==> src/shuf_ram.sv <==
module shuf_ram #(
    parameter int unsigned WIDTH = 8,
    parameter int unsigned DEPTH = 16
) (
    input  logic                     aclk,
    input  logic                     we,
    input  logic [$clog2(DEPTH)-1:0] waddr,
    input  logic [WIDTH-1:0]         wdata,
    input  logic [$clog2(DEPTH)-1:0] raddr,
    output logic [WIDTH-1:0]         rdata
);

    logic [WIDTH-1:0] mem [DEPTH];
    logic [WIDTH-1:0] rdata_reg;

    always_ff @(posedge aclk) begin
        if (we) begin
            mem[waddr] <= wdata;
        end
        rdata_reg <= mem[raddr];
    end

    assign rdata = rdata_reg;

endmodule

==> config.mk <==
export PLATFORM = sky130hd
export DESIGN_NAME = shuf_ram
export DESIGN_NICKNAME = d
export VERILOG_FILES = /design/src/shuf_ram.sv
export SDC_FILE = /design/constraint.sdc
export NUM_CORES = 1
export LEC_CHECK = 0
export ABC_AREA = 1
export BUFFER_PORTS_ARGS = -buffer_cell sky130_fd_sc_hd__buf_2
export CELL_PAD_IN_SITES_DETAIL_PLACEMENT = 2
export CELL_PAD_IN_SITES_GLOBAL_PLACEMENT = 2
export CORE_AREA = 2 2 173 90
export DETAILED_ROUTE_END_ITERATION = 12
export DIE_AREA = 0 0 175 92
export PLACE_DENSITY_LB_ADDON = 0.1
export REMOVE_ABC_BUFFERS = 1
export SLEW_MARGIN = 10
export SYNTH_ARGS = -nofsm -noshare
export SYNTH_HDL_FRONTEND = slang
export SYNTH_SLANG_ARGS = --single-unit
==> constraint.sdc <==
create_clock -name aclk -period 1.2 [get_ports aclk]
set_input_delay 0.06 -clock aclk [delete_from_list [all_inputs] [get_ports aclk]]
set_output_delay 0.06 -clock aclk [all_outputs]
set_load 0.005 [all_outputs]
# Yosys cells after proc, flatten, opt, wreduce, memory -nomap -nowiden
# Memories as Yosys holds them, arrays and structs flattened. A register that Yosys moved wholly into a read port is not among the register bits.
# Cells that the tools add are included.
# W data, S select, Z words.
dict set report word_totals {
  out_inout_bits 8
  ff_bits 0
  word_cells 3
  input_bits 18
  memories 1
  ram_bits 128
}
dict set report classes {
  mux 2
}
# memory depth word_bits rd rd_ports_with_merged_regs wr line
set mem_list {}
lappend mem_list {mem 16 8 1 1 1 13} ;# logic [WIDTH-1:0] mem [DEPTH];
# cell count
set op_table {}
lappend op_table {{$mux W1} 2}

# Longest topological paths before layout
# Gate-level depths: netlist of the first run.
dict set report depth {
  ltp_word 2
  mapped_depth 8
  ltp_nobuf 7
}

# Worst setup path after synthesis of the first run
# Ideal clock, no wire load.
dict set report synth_timing {
  path_type {input-to-reg}
  start {input port waddr[2]}
  end {memory mem[10][0] (enable)}
  arrival_ns 0.641
  setup_ns 0.370
  t_required_ns 0.830
  stages 2
  path_buffers 0
  setup_slack_ns 0.189
  cell_sequence {nand3b_1 nor2_1}
}
# element line
set synth_rtl {}
lappend synth_rtl {{from (decl)} 7} ;# input logic [$clog2(DEPTH)-1:0] waddr,
lappend synth_rtl {{to (decl)} 13}
# Straight into the memory's write port.

==> results of run 1 <==
path summary, 6_finish.rpt:
kind	slack, ns	to	cells after the start
setup / recovery	0.15	rdata[5]	6
hold / removal	0.04	mem[12][0]	1
setup reg to reg	0.15	rdata[5]	6
hold reg to reg	0.73	rdata[0]	6
cells in the mapped netlist:
library cell	number
buf_1	1
buf_2	13
buf_4	4
buf_6	6
dfxtp_1	8
edfxtp_1	128
inv_1	100
inv_2	2
nand2_1	173
nand3_1	97
nand3b_1	2
nor2_1	17
cells by family after synthesis:
group / Yosys count / share of synthesized area
buffers and inverters: 126 / 0.0952
DFF: 136 / 0.694
and+or+nand+nor: 289 / 0.210
final cells by class:
type | count | area (um2)
clock buffer | 18 | 429
clock inverter | 14 | 103
fill | 1550 | 7990
inverter | 102 | 383
multi-input combinational | 289 | 1210
sequential | 136 | 4000
tap | 204 | 255
timing repair buffer | 60 | 475
layer usage:
layer,routed length [um],vias up,part of all wire,global-route usage
met5,0,-,0,0
met4,172,0,0.0094,0.0632
met3,834,14,0.045,0.0435
met2,8580,66,0.47,0.392
met1,8770,2089,0.48,0.355
li1,-,1881,-,-
power by group through the flow:
stage	combinational (mW)	sequential (mW)	clock, mW
floorplan	0.287	5.44	0
global placement	0.710	5.45	0
detailed placement	0.744	5.46	0
CTS	0.760	5.36	4.93
global route	0.831	5.36	5.10
finish	0.746	5.35	4.83
worst max-delay path, cell delays in order, from the launching register on:
cell and delay (ns):
edfxtp_1 0.41, inv_1 0.08, nand2_1 0.09, nand3_1 0.11
nand3_1 0.08, nand3_1 0.11, nand2_1 0.07
through the flow:
step / std cells / total power, mW / util / cell area [um2]
after detailed placement: 791 / 6.20 / 0.426 / 6330
after global placement: 791 / 6.16 / 0.426 / 6330
after floorplan: 527 / 5.72 / - / 5600
after CTS: 823 / 11.0 / 0.462 / 6860
after global routing: 823 / 11.3 / 0.462 / 6860
final: 823 / 10.9 / 0.462 / 6860
==> summary.md, run 1 <==
| Metric | Value |
|---|---|
| Status | `complete, no violations` |
| Rel. slew slack | `0.701` |
| Worst path required time | `1.51 ns` |
| Max Clock Freq | `0.951 GHz` |
| Post-Syn Area | `0.00577 mm2` |
| IO Port Bufs | `25` |
| Starting Density | `0.388` |
| Die width | `175 um` |
| Final setup viols | `0` |
| Setup slack after layout | `0.149 ns` |
| Register area share after synthesis | `0.694` |
| Critical path arrival | `1.36 ns` |
| Antenna fix cells | `0` |
| Commonest cells after routing, fill and taps aside | `nand2_1 (173), edfxtp_1 (128), inv_1 (100)` |
| Routed length per instance | `22.3 um` |
| Pre-CTS setup slack | `-0.0167 ns` |
| Max Cap Violations | `0` |
| Final setup TNS | `0 ns` |
| Crit-path max FO | `1` |
| Total grt overflow | `0` |
| Final ANT Viol Nets | `0` |
| DR DRC count | `0` |
| Max H-tree Level | `4` |
| Post-cts hold buffer count | `0` |
| Worst VDD drop | `0.571 mV` |
| Avg Inst Size Synth | `10.5 um2` |
| RSZ-0062 raised after global routing | `no` |
| Clock skew | `0.00844 ns` |
| P_sw | `2.73 mW` |
| Clock period minus worst slack | `1.05 ns` |
| Top area cells in the synthesized netlist | `edfxtp_1 (67%), nand2_1 (11%), nand3_1 (8.4%), inv_1 (6.5%), dfxtp_1 (2.8%)` |
| Worst setup EP type | `register` |
| Core footprint | `0.0149 mm2` |
| Total CTS buffers | `17` |
| CTS Buffer Depth | `2` |
| Top-area cell type share of the netlist area | `0.667` |
| Total global-route track usage | `0.247` |
| Synth unique cells | `12` |
| First-pass GRT wire length | `28.2 mm` |
| Vias | `4050` |
| Drt total wl | `18.4 mm` |
| Flop pwr share | `0.490` |
| I/O pin total | `26` |
| Startpoint class of the critical path | `register` |
| Pin count of the biggest net entering global routing | `41` |
| CTS tree | `yes` |
| Min-delay src | `wdata[0]` |
| Clock Sinks | `136` |
| Gpl congestion | `0.740` |
| Internal cell power | `8.19 mW` |
| Pleak | `2.97 nW` |
| Hold Fails Final Rpt | `0` |
| Area delta synth->final | `19.0%` |
| Clock Latency Late Sink | `0.42 ns` |
| Synth Warn # | `0` |
| Postcts setup bufs | `0` |
| Die Area | `0.0161 mm2` |
| Number of global-route vias before repair | `4516` |
| DR vias/cell | `4.92` |
| Nets | `624` |
| Switching share of power | `0.250` |
| Actual slew at the worst max-slew pin | `0.448 ns` |
| Number of flip-flops in the largest register | `128` |
| CP startpoint | `mem[10][5]` |
| Share of cells above drive strength 1 | `0.150` |
| Hpwl dp | `12.1 mm` |
| Pre-Repair DR Iteration Count | `6` |
| Die height | `92 um` |
| Clock power frac | `0.442` |
| Worst Hold Class | `input pin to register` |
| Commonest non-fill, non-tap cell in the layout | `nand2_1` |
| Placement Rows | `32` |
| Iter 0 DRT Violations | `315` |
| WS Path Type | `register to register` |
| Fin crit share | `0.876` |
| Yosys reg bits | `136` |
| CTS clk-pin slew, worst paths | `0.06 ns` |
| Root Driver | `clkbuf_16` |
| Syn Inst Count | `551` |
| Post-cts sizing count | `0` |
| Slew Limit Fails | `0` |
| Yosys top cell by area | `edfxtp_1` |
| Pwr dens | `1590 mW/mm2` |
| Initial antenna violation count | `0` |
| Final hold slack | `0.0423 ns` |
| Worst R2R Start | `mem[10][5]` |
| Gate power share | `0.068` |
No activity file was read; power rests on OpenSTA's default activity.
==> run 2: changes to the inputs <==
--- a/config.mk
+++ b/config.mk
@@ -5,13 +5,12 @@
 export SDC_FILE = /design/constraint.sdc
 export NUM_CORES = 1
 export LEC_CHECK = 0
-export ABC_AREA = 1
 export BUFFER_PORTS_ARGS = -buffer_cell sky130_fd_sc_hd__buf_2
 export CELL_PAD_IN_SITES_DETAIL_PLACEMENT = 2
 export CELL_PAD_IN_SITES_GLOBAL_PLACEMENT = 2
-export CORE_AREA = 2 2 173 90
+export CORE_AREA = 2 2 153 80
 export DETAILED_ROUTE_END_ITERATION = 12
-export DIE_AREA = 0 0 175 92
+export DIE_AREA = 0 0 155 82
 export PLACE_DENSITY_LB_ADDON = 0.1
 export REMOVE_ABC_BUFFERS = 1
 export SLEW_MARGIN = 10
==> constraint.sdc (replaced) <==
create_clock -name aclk -period 1.2 [get_ports aclk]
set_input_delay 0.18 -clock aclk [delete_from_list [all_inputs] [get_ports aclk]]
set_output_delay 0.18 -clock aclk [all_outputs]
set_load 0.005 [all_outputs]
==> run 2 against run 1 <==
  * The run now ends with negative setup slack left
  * First-iteration DRC count shrank 32%
  * Register-to-register slack lost 0.30 ns
  * Critical path depth shrank 3
  * Critical path type unchanged
  * Combinational power shrank 23%
  * Worst setup slack lost 0.30 ns
  * Maximum frequency shrank 22%
  * Sequential power is essentially flat
  * Synthesized area shrank 11%
  * Clock-buffer cell count is the same
  * Synthesized cell count shrank 58%
  * Worst hold slack gained 0.12 ns
==> summary.md, run 2 <==
| Metric | Value |
|---|---|
| Status | `finished, violations left (was complete, no violations)` |
| Failing checks | `negative setup slack` |
| Setup slack after layout | `-0.150 ns (was 0.149 ns)` |
| Final setup TNS | `-0.590 ns (was 0 ns)` |
| Synth unique cells | `19 (was 12)` |
| Clock Latency Late Sink | `0.41 ns (was 0.42 ns)` |
| Synth top cells by count | `edfxtp_1 (128), mux4_2 (18), a22oi_1 (16) (was nand2_1 (173), edfxtp_1 (128), inv_1 (100))` |
| Placed Instances | `421 (was 791)` |
| RSZ-0062 raised after global routing | `yes (was no)` |
| Die width | `155 um (was 175 um)` |
| Pin count of the biggest net entering global routing | `22 (was 41)` |
| Worst path required time | `1.49 ns (was 1.51 ns)` |
| CTS tree | `yes (unchanged)` |
| Commonest non-fill, non-tap cell in the layout | `edfxtp_1 (was nand2_1)` |
| Final hold slack | `0.165 ns (was 0.0423 ns)` |
| Slew Limit Fails | `0 (unchanged)` |
| First-pass GRT wire length | `19.1 mm (was 28.2 mm)` |
| Fin cells | `453 (was 823)` |
| Post-synth EDFFs | `128 (unchanged)` |
| Worst R2R Start | `mem[11][3] (was mem[10][5])` |
| Final setup viols | `8 (was 0)` |
| Nets | `308 (was 624)` |
| Post-cts hold buffer count | `0 (unchanged)` |
| Number of global-route vias before repair | `2806 (was 4516)` |
| Register area share after synthesis | `0.778 (was 0.694)` |
| Max Clock Freq | `0.741 GHz (was 0.951 GHz)` |
| Drt total wl | `12.9 mm (was 18.4 mm)` |
| Total global-route track usage | `0.225 (was 0.247)` |
| Xor and xnor area share after synthesis | `0 (unchanged)` |
| Core footprint | `0.0115 mm2 (was 0.0149 mm2)` |
| Actual slew at the worst max-slew pin | `1.06 ns (was 0.448 ns)` |
| Iter 0 DRT Violations | `215 (was 315)` |
| Min-delay src | `wdata[2] (was wdata[0])` |
| Count leader, synth | `edfxtp_1 (was nand2_1)` |
| Number of flip-flops in the largest register | `128 (unchanged)` |
| Die height | `82 um (was 92 um)` |
| Top area cells in the synthesized netlist | `edfxtp_1 (75%), mux4_2 (7.9%), mux4_1 (7.1%), dfxtp_1 (3.1%), a22oi_1 (2.3%) (was edfxtp_1 (67%), nand2_1 (11%), nand3_1 (8.4%), inv_1 (6.5%), dfxtp_1 (2.8%))` |
| Total grt overflow | `0 (unchanged)` |
| Asr flop ratio synth | `0 (unchanged)` |
| CTS clk-pin slew, worst paths | `0.06 ns (about the same)` |
| Share of cells above drive strength 1 | `0.413 (was 0.150)` |
| Hold Fails Final Rpt | `0 (unchanged)` |
| Vias | `2581 (was 4050)` |
| Hpwl dp | `8.29 mm (was 12.1 mm)` |
| Root Driver | `clkbuf_16 (unchanged)` |
| Avg Inst Size Synth | `22.5 um2 (was 10.5 um2)` |
| Final ANT Viol Nets | `0 (unchanged)` |
| Syn Inst Count | `229 (was 551)` |
| Critical path arrival | `1.64 ns (was 1.36 ns)` |
| Clock Sinks | `136 (unchanged)` |
| Post-Syn Area | `0.00515 mm2 (was 0.00577 mm2)` |
| Routed length per instance | `28.6 um (was 22.3 um)` |
| Max H-tree Level | `4 (unchanged)` |
| Rel. slew slack | `0.289 (was 0.701)` |
| IO Port Bufs | `25 (unchanged)` |
| Commonest cells after routing, fill and taps aside | `edfxtp_1 (128), mux4_2 (30), buf_2 (25) (was nand2_1 (173), edfxtp_1 (128), inv_1 (100))` |
| Die Area | `0.0127 mm2 (was 0.0161 mm2)` |
| Fillers | `981 (was 1550)` |
| DR DRC count | `0 (unchanged)` |
| Hold Path Stages | `1 (unchanged)` |
| Adder-cell share of the synthesized area | `0 (unchanged)` |
| Worst r2r path cells | `3 (was 6)` |
| DR vias/cell | `5.70 (was 4.92)` |
| Starting Density | `0.449 (was 0.388)` |
| Antenna fix cells | `0 (unchanged)` |
| Synth Warn # | `0 (unchanged)` |
| Gpl congestion | `0.707 (was 0.740)` |
| Placement Rows | `28 (was 32)` |
| R2r setup slk | `-0.15 ns (was 0.15 ns)` |
| Fin crit share | `1.12 (was 0.876)` |
| Total CTS buffers | `17 (unchanged)` |
| Crit-path max FO | `1 (unchanged)` |
| Worst VDD drop | `1.12 mV (was 0.571 mV)` |
| Hold EP | `mem[9][2] (was mem[12][0])` |
| Compound-Gate Fraction of Synth Area | `0.0233 (was 0)` |
| Initial antenna violation count | `0 (unchanged)` |
| Mux share of post-synthesis cell area | `0.150 (was 0)` |
| I/O pin total | `26 (unchanged)` |
| Worst Hold Class | `input pin to register (unchanged)` |
| Max Cap Violations | `0 (unchanged)` |
| Pleak | `2.07 nW (was 2.97 nW)` |
| Clock period minus worst slack | `1.35 ns (was 1.05 ns)` |
| Startpoint class of the critical path | `register (unchanged)` |
| Area delta synth->final | `20.3% (was 19.0%)` |
| Simple-Gate Fraction of Synth Area | `0.0318 (was 0.210)` |
| Pre-Repair DR Iteration Count | `4 (was 6)` |
| Yosys reg bits | `136 (unchanged)` |
| WS Path Type | `register to register (unchanged)` |
| Largest family of logic cells by synthesized area | `multiplexers (was simple AND/OR/NAND/NOR gates)` |
| Yosys top cell by area | `edfxtp_1 (unchanged)` |
| Top-area cell type share of the netlist area | `0.747 (was 0.667)` |
| Worst reg2reg path endpoint | `rdata[3] (was rdata[5])` |
| CTS Buffer Depth | `2 (unchanged)` |
| Clock skew | `0.00925 ns (was 0.00844 ns)` |
| Worst setup EP type | `register (unchanged)` |
| Predominant post-synthesis flop cell | `edfxtp_1 (unchanged)` |
| Pwr dens | `1750 mW/mm2 (was 1590 mW/mm2)` |
-- run 2: report_power, final --
group	internal, mW	leakage (nW)	total, mW	switching, mW
sequential	5.31	1.22	5.35	0.0420
clock	2.86	0.262	4.88	2.03
combinational	0.253	0.583	0.574	0.321
total	8.42	2.07	10.8	2.39
-- run 2: how the worst max path moves through the flow --
stage | startpoint | endpoint | slack, ns | cells past startpoint
global placement | raddr[0] | rdata[3] | -0.46 | 5
detailed placement | raddr[0] | rdata[3] | -0.48 | 5
global route | mem[11][3] | rdata[3] | -0.16 | 3
finish | mem[11][3] | rdata[3] | -0.15 | 3
floorplan | waddr[2] | mem[0][0] | -0.47 | 2
CTS | mem[11][3] | rdata[3] | -0.15 | 3
-- run 2: cell type report --
class | count | area (um2) | share of cell area
sequential | 136 | 4000 | 0.646
multi-input combinational | 83 | 1070 | 0.172
clock buffer | 18 | 429 | 0.0693
timing repair buffer | 52 | 378 | 0.0610
tap | 150 | 188 | 0.0303
clock inverter | 14 | 128 | 0.0206
-- run 2: metal layers --
metal,track usage,part of all wire,up-vias
met4,0.0778,0.0070,0
met1,0.335,0.44,1377
li1,-,-,1090
met5,0,0,-
met3,0.0433,0.093,8
met2,0.338,0.46,106
-- run 2: critical path, cell delays in order (launching register included) --
cell      delay [ns]
edfxtp_1        0.38
mux4_2          0.55
a22oi_2         0.24
nand2_1         0.07
-- run 2: cells by family (layout without fill, tap and decap cells) --
logic type      count (synthesis)  count (layout)
compound gates                 16              16
mux                            32              32
simple gates                   35              35
buf+inv                        10              84
flops                         136             136
-- run 2: stage by stage --
step	power [mW]	instance area, um2	worst slack [ns]	util
3_5_place_dp	5.99	5630	-0.484	0.491
2_1_floorplan	5.65	5060	-0.473	-
3_3_place_gp	5.96	5630	-0.460	0.491
5_1_grt	11.1	6190	-0.162	0.541
6_report	10.8	6190	-0.150	0.541
4_1_cts	10.9	6170	-0.149	0.539
-- run 2: timing repair --
item	CTS	global route
gates cloned	0	0
setup buffers	0	0
hold endpoints to repair	0	0
pin swaps	5	3
endpoints found under the setup margin	8	8
gates resized for setup	19	4
==> run 3: changes to the inputs <==
--- a/config.mk
+++ b/config.mk
@@ -5,12 +5,14 @@
 export SDC_FILE = /design/constraint.sdc
 export NUM_CORES = 1
 export LEC_CHECK = 0
+export ABC_AREA = 1
 export BUFFER_PORTS_ARGS = -buffer_cell sky130_fd_sc_hd__buf_2
 export CELL_PAD_IN_SITES_DETAIL_PLACEMENT = 2
 export CELL_PAD_IN_SITES_GLOBAL_PLACEMENT = 2
-export CORE_AREA = 2 2 153 80
+export CORE_AREA = 2 2 173 90
 export DETAILED_ROUTE_END_ITERATION = 12
-export DIE_AREA = 0 0 155 82
+export DIE_AREA = 0 0 175 92
+export HOLD_SLACK_MARGIN = 0.1
 export PLACE_DENSITY_LB_ADDON = 0.1
 export REMOVE_ABC_BUFFERS = 1
 export SLEW_MARGIN = 10
==> run 3 against run 2 <==
  * The flow now finishes without violations
  * Largest cell class unchanged
  * Cell count increased by 83%
  * Global-route usage is 1.6 points higher
  * Cell area is 13% higher
  * Non-clock buffer count increased by 16
==> summary.md, run 3 (synthesized netlist as in run 1, its figures left out) <==
| Metric | Value |
|---|---|
| Hold Path Stages | `1 (unchanged)` |
| Slowest-stage cell, CP | `dfxtp_1 (was mux4_2)` |
| Placed Instances | `799 (was 421)` |
| Post-cts hold buffer count | `0 (unchanged)` |
| Worst Hold Class | `input pin to register (unchanged)` |
| Number of global-route vias before repair | `4441 (was 2806)` |
| Fin cells | `831 (was 453)` |
| CTS clk-pin slew, worst paths | `0.07 ns (was 0.06 ns)` |
| Worst reg2reg path endpoint | `rdata[3] (unchanged)` |
| Vias | `4097 (was 2581)` |
| CTS tree | `yes (unchanged)` |
| Pwr dens | `1650 mW/mm2 (was 1750 mW/mm2)` |
| Hold EP | `mem[6][0] (was mem[9][2])` |
| Worst-path cell chain | `buf_2 (was mux4_2 > a22oi_2 > nand2_1)` |
| Max Cap Violations | `0 (unchanged)` |
| Clock Sinks | `136 (unchanged)` |
| Hold Fails Final Rpt | `0 (unchanged)` |
| Drt total wl | `17.9 mm (was 12.9 mm)` |
| Area delta synth->final | `21.6% (was 20.3%)` |
| IO Port Bufs | `25 (unchanged)` |
| Buf/Inv on CP | `1 (was 0)` |
| Hpwl dp | `11.9 mm (was 8.29 mm)` |
| Worst path required time | `1.02 ns (was 1.49 ns)` |
| Fillers | `1532 (was 981)` |
| Share of cells above drive strength 1 | `0.163 (was 0.413)` |
| Setup slack after layout | `0.0458 ns (was -0.150 ns)` |
| DR WL met3 | `1.31 mm (was 1.20 mm)` |
| Placement Rows | `32 (was 28)` |
| Min-delay src | `wdata[0] (was wdata[2])` |
| Commonest non-fill, non-tap cell in the layout | `nand2_1 (was edfxtp_1)` |
| R2r setup slk | `0.15 ns (was -0.15 ns)` |
| WS Path Type | `register to primary output (was register to register)` |
| Crit path max-delay family | `flip-flops (was multiplexers)` |
| I/O pin total | `26 (unchanged)` |
| Crit-path max FO | `1 (unchanged)` |
| Number of flip-flops in the largest register | `128 (unchanged)` |
| First-pass GRT wire length | `27.5 mm (was 19.1 mm)` |
| Delay of the slowest critical-path stage | `0.40 ns (was 0.55 ns)` |
| Core footprint | `0.0149 mm2 (was 0.0115 mm2)` |
| Pre-CTS setup slack | `-0.132 ns (was -0.484 ns)` |
| Pre-Repair DR Iteration Count | `4 (unchanged)` |
| Die width | `175 um (was 155 um)` |
| Starting Density | `0.388 (was 0.449)` |
| Gpl congestion | `0.782 (was 0.707)` |
| Antenna fix cells | `0 (unchanged)` |
| Iter 0 DRT Violations | `336 (was 215)` |
| Postcts setup bufs | `0 (unchanged)` |
| Actual slew at the worst max-slew pin | `0.453 ns (was 1.06 ns)` |
| Clock Latency Late Sink | `0.43 ns (was 0.41 ns)` |
| Total grt overflow | `0 (unchanged)` |
| Final hold slack | `0.150 ns (was 0.165 ns)` |
| Max H-tree Level | `4 (unchanged)` |
| Pin count of the biggest net entering global routing | `40 (was 22)` |
| Worst VDD drop | `0.929 mV (was 1.12 mV)` |
| Max Clock Freq | `0.866 GHz (was 0.741 GHz)` |
| Final ANT Viol Nets | `0 (unchanged)` |
| Commonest cells after routing, fill and taps aside | `nand2_1 (173), edfxtp_1 (128), inv_1 (100) (was edfxtp_1 (128), mux4_2 (30), buf_2 (25))` |
| Critical path arrival | `0.97 ns (was 1.64 ns)` |
| Die height | `92 um (was 82 um)` |
| RSZ-0062 raised after global routing | `no (was yes)` |
| Nets | `632 (was 308)` |
| Routed length per instance | `21.6 um (was 28.6 um)` |
| Fin crit share | `0.962 (was 1.12)` |
| Worst setup EP type | `primary output (was register)` |
| Met2 WL | `8.32 mm (was 5.89 mm)` |
| Final setup viols | `0 (was 8)` |
| Max Used Layer | `met4 (unchanged)` |
| CTS Buffer Depth | `2 (unchanged)` |
| Total global-route track usage | `0.241 (was 0.225)` |
| Pleak | `3.05 nW (was 2.07 nW)` |
| Startpoint class of the critical path | `register (unchanged)` |
| Root Driver | `clkbuf_16 (unchanged)` |
| Slew Limit Fails | `0 (unchanged)` |
| Total power | `11.6 mW (was 10.8 mW)` |
| Design area | `0.00701 mm2 (was 0.00619 mm2)` |
| Status | `complete, no violations (was finished, violations left)` |
| Rel. slew slack | `0.697 (was 0.289)` |
| M1 wire length | `8.19 mm (was 5.75 mm)` |
| Worst R2R Start | `mem[6][3] (was mem[11][3])` |
| Initial antenna violation count | `0 (unchanged)` |
| Total CTS buffers | `17 (unchanged)` |
| DR DRC count | `0 (unchanged)` |
| DR vias/cell | `4.93 (was 5.70)` |
| Worst r2r path cells | `6 (was 3)` |
| Clock period minus worst slack | `1.15 ns (was 1.35 ns)` |
| Total placed instance area | `0.00640 mm2 (was 0.00563 mm2)` |
| Die Area | `0.0161 mm2 (was 0.0127 mm2)` |
| Clock skew | `0.0128 ns (was 0.00925 ns)` |
[run 3: cell count changes in the layout (fill, tap and decap cells not counted), moves of 5 or more]
cell | previous run | this run
nand2_1 | 9 | 173
nand3_1 | 1 | 97
buf_4 | 23 | 35
mux4_2 | 30 | 0
inv_1 | 0 | 100
a22oi_1 | 5 | 0
a22oi_2 | 11 | 0
[run 3: layout make-up]
class / count / area [um2] / area share
inverter: 102 / 383 / 0.0546
tap: 204 / 255 / 0.0364
multi-input combinational: 289 / 1210 / 0.173
clock inverter: 14 / 176 / 0.0252
timing repair buffer: 68 / 548 / 0.0782
sequential: 136 / 4010 / 0.571
clock buffer: 18 / 429 / 0.0612
[run 3: power by group]
group	total (mW)	switching (mW)	internal, mW	leakage, nW
clock network	5.44	2.16	3.28	0.279
registers	5.35	0.0421	5.31	1.22
logic	0.765	0.510	0.255	1.55
total	11.6	2.72	8.84	3.05
[run 3: worst max path at each step]
stage          startpoint         end  slack (ns)  cells past startpoint
2_1_floorplan    raddr[0]    rdata[2]        0.04                      6
3_3_place_gp     waddr[1]  mem[13][6]       -0.11                      5
3_5_place_dp     raddr[0]    rdata[7]       -0.13                      8
4_1_cts          rdata[1]    rdata[1]        0.02                      1
5_1_grt          rdata[1]    rdata[1]        0.01                      1
6_report         rdata[1]    rdata[1]        0.05                      1
[run 3: routing by layer]
metal	up-vias	global-route usage
met2	101	0.380
met1	2081	0.347
met4	0	0.0653
li1	1903	-
met5	-	0
met3	12	0.0423
[run 3: per-stage QoR]
stage	util	setup TNS, ns
final	0.472	0
after global routing	0.472	0
after CTS	0.472	0
after detailed placement	0.431	-4.39
after global placement	0.431	-1.81
after floorplan	-	0
[run 3: timing repair]
action / CTS / global route
hold endpoints to repair: 0 / 0
resized for setup: 1 / 0
setup endpoints to repair: 1 / 0
